[src/rtl/prd_pkg.sv]
// shared constants and width helpers for the point to rectangle distance block
// no dependencies
package prd_pkg;

    localparam int COORD_WIDTH_DEF = 16;
    localparam int SUM_WIDTH_MAX   = 64;

    // width rounded up to whole bytes
    function automatic int bytes_up(input int bits);
        return ((bits + 7) / 8) * 8;
    endfunction

    // width of the saturated sum of squares
    function automatic int sum_width(input int coord_w);
        return (2 * coord_w + 1 > SUM_WIDTH_MAX) ? SUM_WIDTH_MAX : 2 * coord_w + 1;
    endfunction

endpackage

[src/rtl/point_to_rectangle_distance.sv]
// top level of the point to rectangle distance pipeline
// depends on prd_pkg, prd_excess, prd_square and prd_sqrt
//
//  channel   direction  tdata (lowest bit up)                                tuser
//  s_axis    in         point_x, point_y, center_x, center_y,               -
//                       half_width, half_height, zero pad to bytes
//  m_axis    out        distance, zero pad to bytes                          inside_res
//
//  one transfer in and one out per cycle when both sides keep up
//  the square root stages, one per result bit, set the depth
//  every stage holds its own valid, so bubbles close up under output stalls
//  synchronous active-low reset clears all valid bits
module point_to_rectangle_distance #(
    parameter int COORD_WIDTH = prd_pkg::COORD_WIDTH_DEF
) (
    input  logic                                        i_clk,
    input  logic                                        i_rst_n,
    input  logic                                        s_axis_tvalid,
    output logic                                        s_axis_tready,
    // point_x, point_y, center_x, center_y, half_width, half_height
    input  logic [prd_pkg::bytes_up(6*COORD_WIDTH-2)-1:0] s_axis_tdata,
    output logic                                        m_axis_tvalid,
    input  logic                                        m_axis_tready,
    // distance
    output logic [prd_pkg::bytes_up(COORD_WIDTH+1)-1:0] m_axis_tdata,
    // inside_res
    output logic                                        m_axis_tuser
);
    import prd_pkg::*;

    localparam int W      = COORD_WIDTH;
    localparam int SUM_W  = sum_width(W);
    localparam int ROOT_W = (SUM_W + 1) / 2;
    localparam int M_W    = bytes_up(W + 1);

    logic                exc_vld, exc_rdy, sq_vld, sq_rdy;
    logic [W-1:0]        ex, ey;
    logic                exc_ins, sq_ins;
    logic [SUM_W-1:0]    sum;
    logic [ROOT_W-1:0]   root;

    prd_excess #(.COORD_WIDTH(W)) u_excess (
        .i_clk         (i_clk),
        .i_rst_n       (i_rst_n),
        .i_vld         (s_axis_tvalid),
        .o_rdy         (s_axis_tready),
        .i_point_x     (s_axis_tdata[0*W +: W]),
        .i_point_y     (s_axis_tdata[1*W +: W]),
        .i_center_x    (s_axis_tdata[2*W +: W]),
        .i_center_y    (s_axis_tdata[3*W +: W]),
        .i_half_width  (s_axis_tdata[4*W +: W-1]),
        .i_half_height (s_axis_tdata[5*W-1 +: W-1]),
        .o_vld         (exc_vld),
        .i_rdy         (exc_rdy),
        .o_ex          (ex),
        .o_ey          (ey),
        .o_inside      (exc_ins)
    );

    prd_square #(.COORD_WIDTH(W), .SUM_W(SUM_W)) u_square (
        .i_clk    (i_clk),
        .i_rst_n  (i_rst_n),
        .i_vld    (exc_vld),
        .o_rdy    (exc_rdy),
        .i_ex     (ex),
        .i_ey     (ey),
        .i_inside (exc_ins),
        .o_vld    (sq_vld),
        .i_rdy    (sq_rdy),
        .o_sum    (sum),
        .o_inside (sq_ins)
    );

    prd_sqrt #(.SUM_W(SUM_W), .ROOT_W(ROOT_W)) u_sqrt (
        .i_clk    (i_clk),
        .i_rst_n  (i_rst_n),
        .i_vld    (sq_vld),
        .o_rdy    (sq_rdy),
        .i_sum    (sum),
        .i_inside (sq_ins),
        .o_vld    (m_axis_tvalid),
        .i_rdy    (m_axis_tready),
        .o_root   (root),
        .o_inside (m_axis_tuser)
    );

    assign m_axis_tdata = M_W'(root);

endmodule

[src/rtl/prd_excess.sv]
// per-axis excess of the point beyond the rectangle half sizes, three register stages
// depends on prd_pkg
module prd_excess #(
    parameter int COORD_WIDTH = prd_pkg::COORD_WIDTH_DEF
) (
    input  logic                          i_clk,
    input  logic                          i_rst_n,
    input  logic                          i_vld,
    output logic                          o_rdy,
    input  logic signed [COORD_WIDTH-1:0] i_point_x,
    input  logic signed [COORD_WIDTH-1:0] i_point_y,
    input  logic signed [COORD_WIDTH-1:0] i_center_x,
    input  logic signed [COORD_WIDTH-1:0] i_center_y,
    input  logic        [COORD_WIDTH-2:0] i_half_width,
    input  logic        [COORD_WIDTH-2:0] i_half_height,
    output logic                          o_vld,
    input  logic                          i_rdy,
    output logic        [COORD_WIDTH-1:0] o_ex,
    output logic        [COORD_WIDTH-1:0] o_ey,
    output logic                          o_inside
);
    import prd_pkg::*;

    localparam int W = COORD_WIDTH;

    logic [2:0] r_vld;
    logic [2:0] ld;

    logic signed [W:0]   r_dx, r_dy, n_dx, n_dy;
    logic        [W-2:0] r_hw_a, r_hh_a, r_hw_b, r_hh_b;
    logic        [W-1:0] r_ax, r_ay, n_ax, n_ay;
    logic        [W-1:0] r_ex, r_ey, n_ex, n_ey;
    logic                r_ins, n_ins;
    logic signed [W:0]   neg_x, neg_y;
    logic        [W:0]   sub_x, sub_y;

    assign ld[2] = !r_vld[2] || i_rdy;
    assign ld[1] = !r_vld[1] || ld[2];
    assign ld[0] = !r_vld[0] || ld[1];
    assign o_rdy = ld[0];

    always_comb begin
        n_dx  = $signed({i_point_x[W-1], i_point_x}) - $signed({i_center_x[W-1], i_center_x});
        n_dy  = $signed({i_point_y[W-1], i_point_y}) - $signed({i_center_y[W-1], i_center_y});
        neg_x = -r_dx;
        neg_y = -r_dy;
        n_ax  = r_dx[W] ? neg_x[W-1:0] : r_dx[W-1:0];
        n_ay  = r_dy[W] ? neg_y[W-1:0] : r_dy[W-1:0];
        sub_x = {1'b0, r_ax} - {2'b00, r_hw_b};
        sub_y = {1'b0, r_ay} - {2'b00, r_hh_b};
        n_ex  = (r_ax > {1'b0, r_hw_b}) ? sub_x[W-1:0] : '0;
        n_ey  = (r_ay > {1'b0, r_hh_b}) ? sub_y[W-1:0] : '0;
        n_ins = !(r_ax > {1'b0, r_hw_b}) && !(r_ay > {1'b0, r_hh_b});
    end

    always_ff @(posedge i_clk) begin
        if (!i_rst_n) begin
            r_vld <= '0;
        end else begin
            if (ld[0]) r_vld[0] <= i_vld;
            if (ld[1]) r_vld[1] <= r_vld[0];
            if (ld[2]) r_vld[2] <= r_vld[1];
        end
    end

    always_ff @(posedge i_clk) begin
        if (ld[0]) begin
            r_dx   <= n_dx;
            r_dy   <= n_dy;
            r_hw_a <= i_half_width;
            r_hh_a <= i_half_height;
        end
        if (ld[1]) begin
            r_ax   <= n_ax;
            r_ay   <= n_ay;
            r_hw_b <= r_hw_a;
            r_hh_b <= r_hh_a;
        end
        if (ld[2]) begin
            r_ex  <= n_ex;
            r_ey  <= n_ey;
            r_ins <= n_ins;
        end
    end

    assign o_vld    = r_vld[2];
    assign o_ex     = r_ex;
    assign o_ey     = r_ey;
    assign o_inside = r_ins;

endmodule

[src/rtl/prd_square.sv]
// squares of the excesses and their saturated sum, two register stages
// depends on prd_pkg
module prd_square #(
    parameter int COORD_WIDTH = prd_pkg::COORD_WIDTH_DEF,
    parameter int SUM_W       = prd_pkg::sum_width(prd_pkg::COORD_WIDTH_DEF)
) (
    input  logic                   i_clk,
    input  logic                   i_rst_n,
    input  logic                   i_vld,
    output logic                   o_rdy,
    input  logic [COORD_WIDTH-1:0] i_ex,
    input  logic [COORD_WIDTH-1:0] i_ey,
    input  logic                   i_inside,
    output logic                   o_vld,
    input  logic                   i_rdy,
    output logic [SUM_W-1:0]       o_sum,
    output logic                   o_inside
);
    import prd_pkg::*;

    localparam int W      = COORD_WIDTH;
    localparam int FULL_W = 2 * W + 1;

    logic [1:0]        r_vld;
    logic [1:0]        ld;
    logic [2*W-1:0]    r_sx, r_sy;
    logic              r_ins_a, r_ins_b;
    logic [FULL_W-1:0] full;
    logic [SUM_W-1:0]  r_sum, n_sum;

    assign ld[1] = !r_vld[1] || i_rdy;
    assign ld[0] = !r_vld[0] || ld[1];
    assign o_rdy = ld[0];

    always_comb begin
        full  = {1'b0, r_sx} + {1'b0, r_sy};
        n_sum = ((full >> SUM_W) != '0) ? '1 : full[SUM_W-1:0];
    end

    always_ff @(posedge i_clk) begin
        if (!i_rst_n) begin
            r_vld <= '0;
        end else begin
            if (ld[0]) r_vld[0] <= i_vld;
            if (ld[1]) r_vld[1] <= r_vld[0];
        end
    end

    always_ff @(posedge i_clk) begin
        if (ld[0]) begin
            r_sx    <= i_ex * i_ex;
            r_sy    <= i_ey * i_ey;
            r_ins_a <= i_inside;
        end
        if (ld[1]) begin
            r_sum   <= n_sum;
            r_ins_b <= r_ins_a;
        end
    end

    assign o_vld    = r_vld[1];
    assign o_sum    = r_sum;
    assign o_inside = r_ins_b;

endmodule

[src/rtl/prd_sqrt.sv]
// pipelined restoring integer square root, one result bit per register stage
// depends on prd_pkg
module prd_sqrt #(
    parameter int SUM_W = prd_pkg::sum_width(prd_pkg::COORD_WIDTH_DEF),
    parameter int ROOT_W = (SUM_W + 1) / 2
) (
    input  logic              i_clk,
    input  logic              i_rst_n,
    input  logic              i_vld,
    output logic              o_rdy,
    input  logic [SUM_W-1:0]  i_sum,
    input  logic              i_inside,
    output logic              o_vld,
    input  logic              i_rdy,
    output logic [ROOT_W-1:0] o_root,
    output logic              o_inside
);
    import prd_pkg::*;

    localparam int R     = ROOT_W;
    localparam int NUM_W = 2 * R;
    localparam int REM_W = R + 2;

    logic [R-1:0]     r_vld;
    logic [R-1:0]     ld;
    logic [R-1:0]     r_ins;
    logic [NUM_W-1:0] r_num  [R];
    logic [REM_W-1:0] r_rem  [R];
    logic [R-1:0]     r_root [R];

    for (genvar k = 0; k < R; k++) begin : g_stage
        logic [NUM_W-1:0] num_in;
        logic [REM_W-1:0] rem_in;
        logic [R-1:0]     root_in;
        logic             vld_in;
        logic             ins_in;
        logic [REM_W+1:0] t;
        logic [REM_W+1:0] trial;
        logic [REM_W+1:0] diff;
        logic [REM_W-1:0] n_rem;
        logic [R-1:0]     n_root;

        if (k == 0) begin : g_first
            assign num_in  = NUM_W'(i_sum);
            assign rem_in  = '0;
            assign root_in = '0;
            assign vld_in  = i_vld;
            assign ins_in  = i_inside;
        end else begin : g_next
            assign num_in  = r_num[k-1];
            assign rem_in  = r_rem[k-1];
            assign root_in = r_root[k-1];
            assign vld_in  = r_vld[k-1];
            assign ins_in  = r_ins[k-1];
        end

        if (k == R - 1) begin : g_last
            assign ld[k] = !r_vld[k] || i_rdy;
        end else begin : g_mid
            assign ld[k] = !r_vld[k] || ld[k+1];
        end

        always_comb begin
            t     = {rem_in, num_in[NUM_W-1 -: 2]};
            trial = (REM_W + 2)'({root_in, 2'b01});
            diff  = t - trial;
            if (t >= trial) begin
                n_rem  = diff[REM_W-1:0];
                n_root = {root_in[R-2:0], 1'b1};
            end else begin
                n_rem  = t[REM_W-1:0];
                n_root = {root_in[R-2:0], 1'b0};
            end
        end

        always_ff @(posedge i_clk) begin
            if (!i_rst_n) begin
                r_vld[k] <= 1'b0;
            end else if (ld[k]) begin
                r_vld[k] <= vld_in;
            end
        end

        always_ff @(posedge i_clk) begin
            if (ld[k]) begin
                r_num[k]  <= {num_in[NUM_W-3:0], 2'b00};
                r_rem[k]  <= n_rem;
                r_root[k] <= n_root;
                r_ins[k]  <= ins_in;
            end
        end
    end

    assign o_rdy    = ld[0];
    assign o_vld    = r_vld[R-1];
    assign o_root   = r_root[R-1];
    assign o_inside = r_ins[R-1];

endmodule

[config.mk]
export PLATFORM = sky130hd
export DESIGN_NAME = point_to_rectangle_distance
export DESIGN_NICKNAME = d
export VERILOG_FILES = /design/src/rtl/prd_pkg.sv /design/src/rtl/point_to_rectangle_distance.sv /design/src/rtl/prd_excess.sv /design/src/rtl/prd_square.sv /design/src/rtl/prd_sqrt.sv
export SDC_FILE = /design/constraint.sdc
export NUM_CORES = 2
export LEC_CHECK = 0
export BUFFER_PORTS_ARGS = -buffer_cell sky130_fd_sc_hd__buf_2
export CAP_MARGIN = 15
export CORE_MARGIN = 2
export CORE_UTILIZATION = 43
export CTS_BUF_LIST = sky130_fd_sc_hd__clkbuf_16
export CTS_CLUSTER_DIAMETER = 60
export DETAILED_ROUTE_END_ITERATION = 8
export MAX_ROUTING_LAYER = met4
export PLACE_DENSITY = 0.64
export REMOVE_ABC_BUFFERS = 1
export SYNTH_ARGS = -nofsm -noshare
export SYNTH_HDL_FRONTEND = slang
export SYNTH_HIERARCHICAL = 1
export SYNTH_SLANG_ARGS = --single-unit
[constraint.sdc]
create_clock -name i_clk -period 18.5 [get_ports i_clk]
set_clock_uncertainty 0.15 [all_clocks]
set_input_delay 5.55 -clock i_clk [delete_from_list [all_inputs] [get_ports i_clk]]
set_output_delay 5.55 -clock i_clk [all_outputs]
set_load 0.02 [all_outputs]
==> qor.yml <==
critical_path:
  path_max_fanout: 66
  worst_setup_path_start_kind: "primary input"
  critPathKind: "in -> out"
  crit_arrival_ns: 9.67
  endpoint_kind: "output pin"
  reg2reg_depth: 20
  cp.required_ns: 12.80
drt:
  wl_per_cell_um: 15.26
  via_per_inst: 5.088
  routed_wirelength_um: 113500
  vias: 37820
  route.detailed.drc: 0
  ant_nets: 0
  drt_iter0_drc: 2106
  firstDrtPassIters: 6
yosys:
  synthTopCellsByCount: "edfxtp_1, inv_1, ha_1, nand2_1, fa_1"
  yosysSeqAreaShare: 0.4818
  synth_cell_types: 113
  ys_top_cells_by_area: "edfxtp_1, fa_1, ha_1"
  synth_ff_type: "edfxtp_1"
  synthArstFlopShare: 0
  netlist_area_um2: 61740
  yosysWarnings: 6
  netlist_instances: 5292
  yosys.area.top_type: "edfxtp_1"
  yosysMostFrequentCell: "edfxtp_1"
  synth.avg_cell_area_um2: 11.67
  yosys_register_bits: 998
  synth_top_area_frac: 0.4747
  synth-edff-count: 976
floorplanning:
  rows: 139
  start_util: 0.4313
  die-area_um2: 146600
  die_h_um: 382.9
  ios: 127
  die_w_um: 382.9
  coreArea_um2: 143100
run_status:
  status: "finished clean"
cts:
  cts_resized: 0
  cts-htree-levels: 3
  cts_setup_buffers: 0
  clk_latency_ns: 0.73
  clkSlewWorstSetupHoldPaths_ns: 0.06
  ctsHoldBuffers: 0
  clockBufferDepth: 3
  cts_tree: "done"
  clock-sinks: 998
  numCtsBuffers: 107
  root_buffer: "clkbuf_16"
global_route:
  first_global_vias: 39020
  grt_pass1_wl_um: 191100
  track_usage: 0.1630
  grt_max_degree: 67
  gr-total-overflow: 0
  antenna_found_initial: 2
sta:
  slew_violations: 0
  slew_headroom: 0.2625
  setup_viol: 0
  fin_setup_tns_ns: 0
  rsz0062_at_grt: "no"
  clock.fmax_mhz: 65.04
  timing.final.crit_share: 0.8311
  finalCriticalPeriod_ns: 15.37
  hold_viol: 0
  worst_slew_pin_slew_ns: 1.106
min_path:
  whs_path_depth: 0
  hp-class: "reg -> reg"
finish:
  nets: 6333
  syn_to_final_growth_pct: 10.10
  drive_gt1_frac: 0.07506
flow_run:
  cap_viol_max_count: 0
placed_design:
  dp.final_hpwl_um: 87080
  globalplace.congestion: 0.8968
  io_buffers: 117
## flip-flops by register name, summed over array words and instances, names as in the netlist, 17 cells and up
name	cells
u_sqrt/r_rem	278
u_sqrt/r_num	272
u_sqrt/r_root	153
u_square/o_sum	33
u_square/r_sx	31
u_square/r_sy	31
u_excess/r_dx	17
u_excess/r_dy	17
## worst max-delay path: stages
cell     delay (ns)
buf_2          0.09
nor2b_1        0.34
and3_1         0.31
inv_1          0.06
buf_4          0.28
nor3_1         0.44
and2_1         0.37
and3_1         0.29
nand2_1        0.07
buf_4          0.25
nor2b_1        0.32
nand2_2        0.09
nor2b_1        0.40
nand3_4        0.10
buf_4          0.35
buf_2          0.28
## area by class of cell
cell class	count	area (um^2)
Inverter	813	3052
Timing Repair Buffer	141	765.7
Multi-Input combinational cell	3382	28490
Clock inverter	85	789.5
Clock buffer	110	2753
Tap cell	1903	2381
Fill cell	12870	75150
Antenna cell	1	2.502
Sequential cell	998	29750
## routing by layer
| layer | routed length [um] | share of wire | global-route usage | vias to the layer above |
|---|---|---|---|---|
| met1 | 48950 | 0.43 | 0.1954 | 18290 |
| met2 | 57140 | 0.50 | 0.2837 | 685 |
| met3 | 4193 | 0.037 | 0.02418 | 175 |
| met4 | 3161 | 0.028 | 0.04929 | 0 |
| li1 | - | - | - | 18670 |
| met5 | 0 | 0 | - | - |
## through the flow
stage                     cell area [um^2]  std cells    util  setup WS, ns  hold slack, ns
final                                67980       7433  0.4749         3.125          0.2339
after global routing                 67980       7433  0.4749         2.663          0.2307
after CTS                            67980       7432  0.4749         3.027          0.2268
after detailed placement             64430       7237  0.4502         3.065          0.2545
after global placement               64430       7237  0.4502         3.113          0.2503
after floorplan                      61250       5193       -        0.8233          0.2503
## layout by cell type (no fill, tap or decap), drive strengths merged, types with 20 or more instances in the layout
master  count
o21ai     206
buf       141
inv       841
o31ai      27
clkbuf    110
a21oi     258
mux2       36
ha        459
nor3       87
and2      111
fa        331
nand3      65
xor2      145
and3       29
nor2b      65
o21a       83
clkinv     45
nor2      268
nor4       37
a21o       89
o21bai     21
xnor2     220
or3        40
nand2b     58
a211oi     34
edfxtp    976
dfxtp      22
nand2     377
nand4      38
a31oi      32
o211ai     20
## path summary, 6_finish.rpt
kind	end	startpoint	slack, ns
worst min-delay path	u_sqrt/r_num[0][112]$_DFFE_PP_	u_sqrt/r_num[0][80]$_DFFE_PP_	0.23
worst min register to register	u_sqrt/r_num[0][112]$_DFFE_PP_	u_sqrt/r_num[0][80]$_DFFE_PP_	0.23
worst max register to register	u_square/r_sy[26]$_DFFE_PP_	u_excess/o_ey[3]$_SDFFCE_PP0P_	11.01
worst max-delay path	s_axis_tready	m_axis_tready	3.13
## cells by family after synthesis
family	after synthesis	share of synthesized area
AOI/OAI and AO/OA	911	0.09642
xor gates and xnor gates	365	0.05178
adders and majority gates	790	0.2003
buffers and inverters	918	0.05774
DFF	998	0.4818
muxes	47	0.008349
other	2	0.0001216
and+or+nand+nor	1261	0.1034
Power is left out: the tool's default activity adds up to more than one toggle a clock period on the data nets, which glitch-free logic cannot reach.
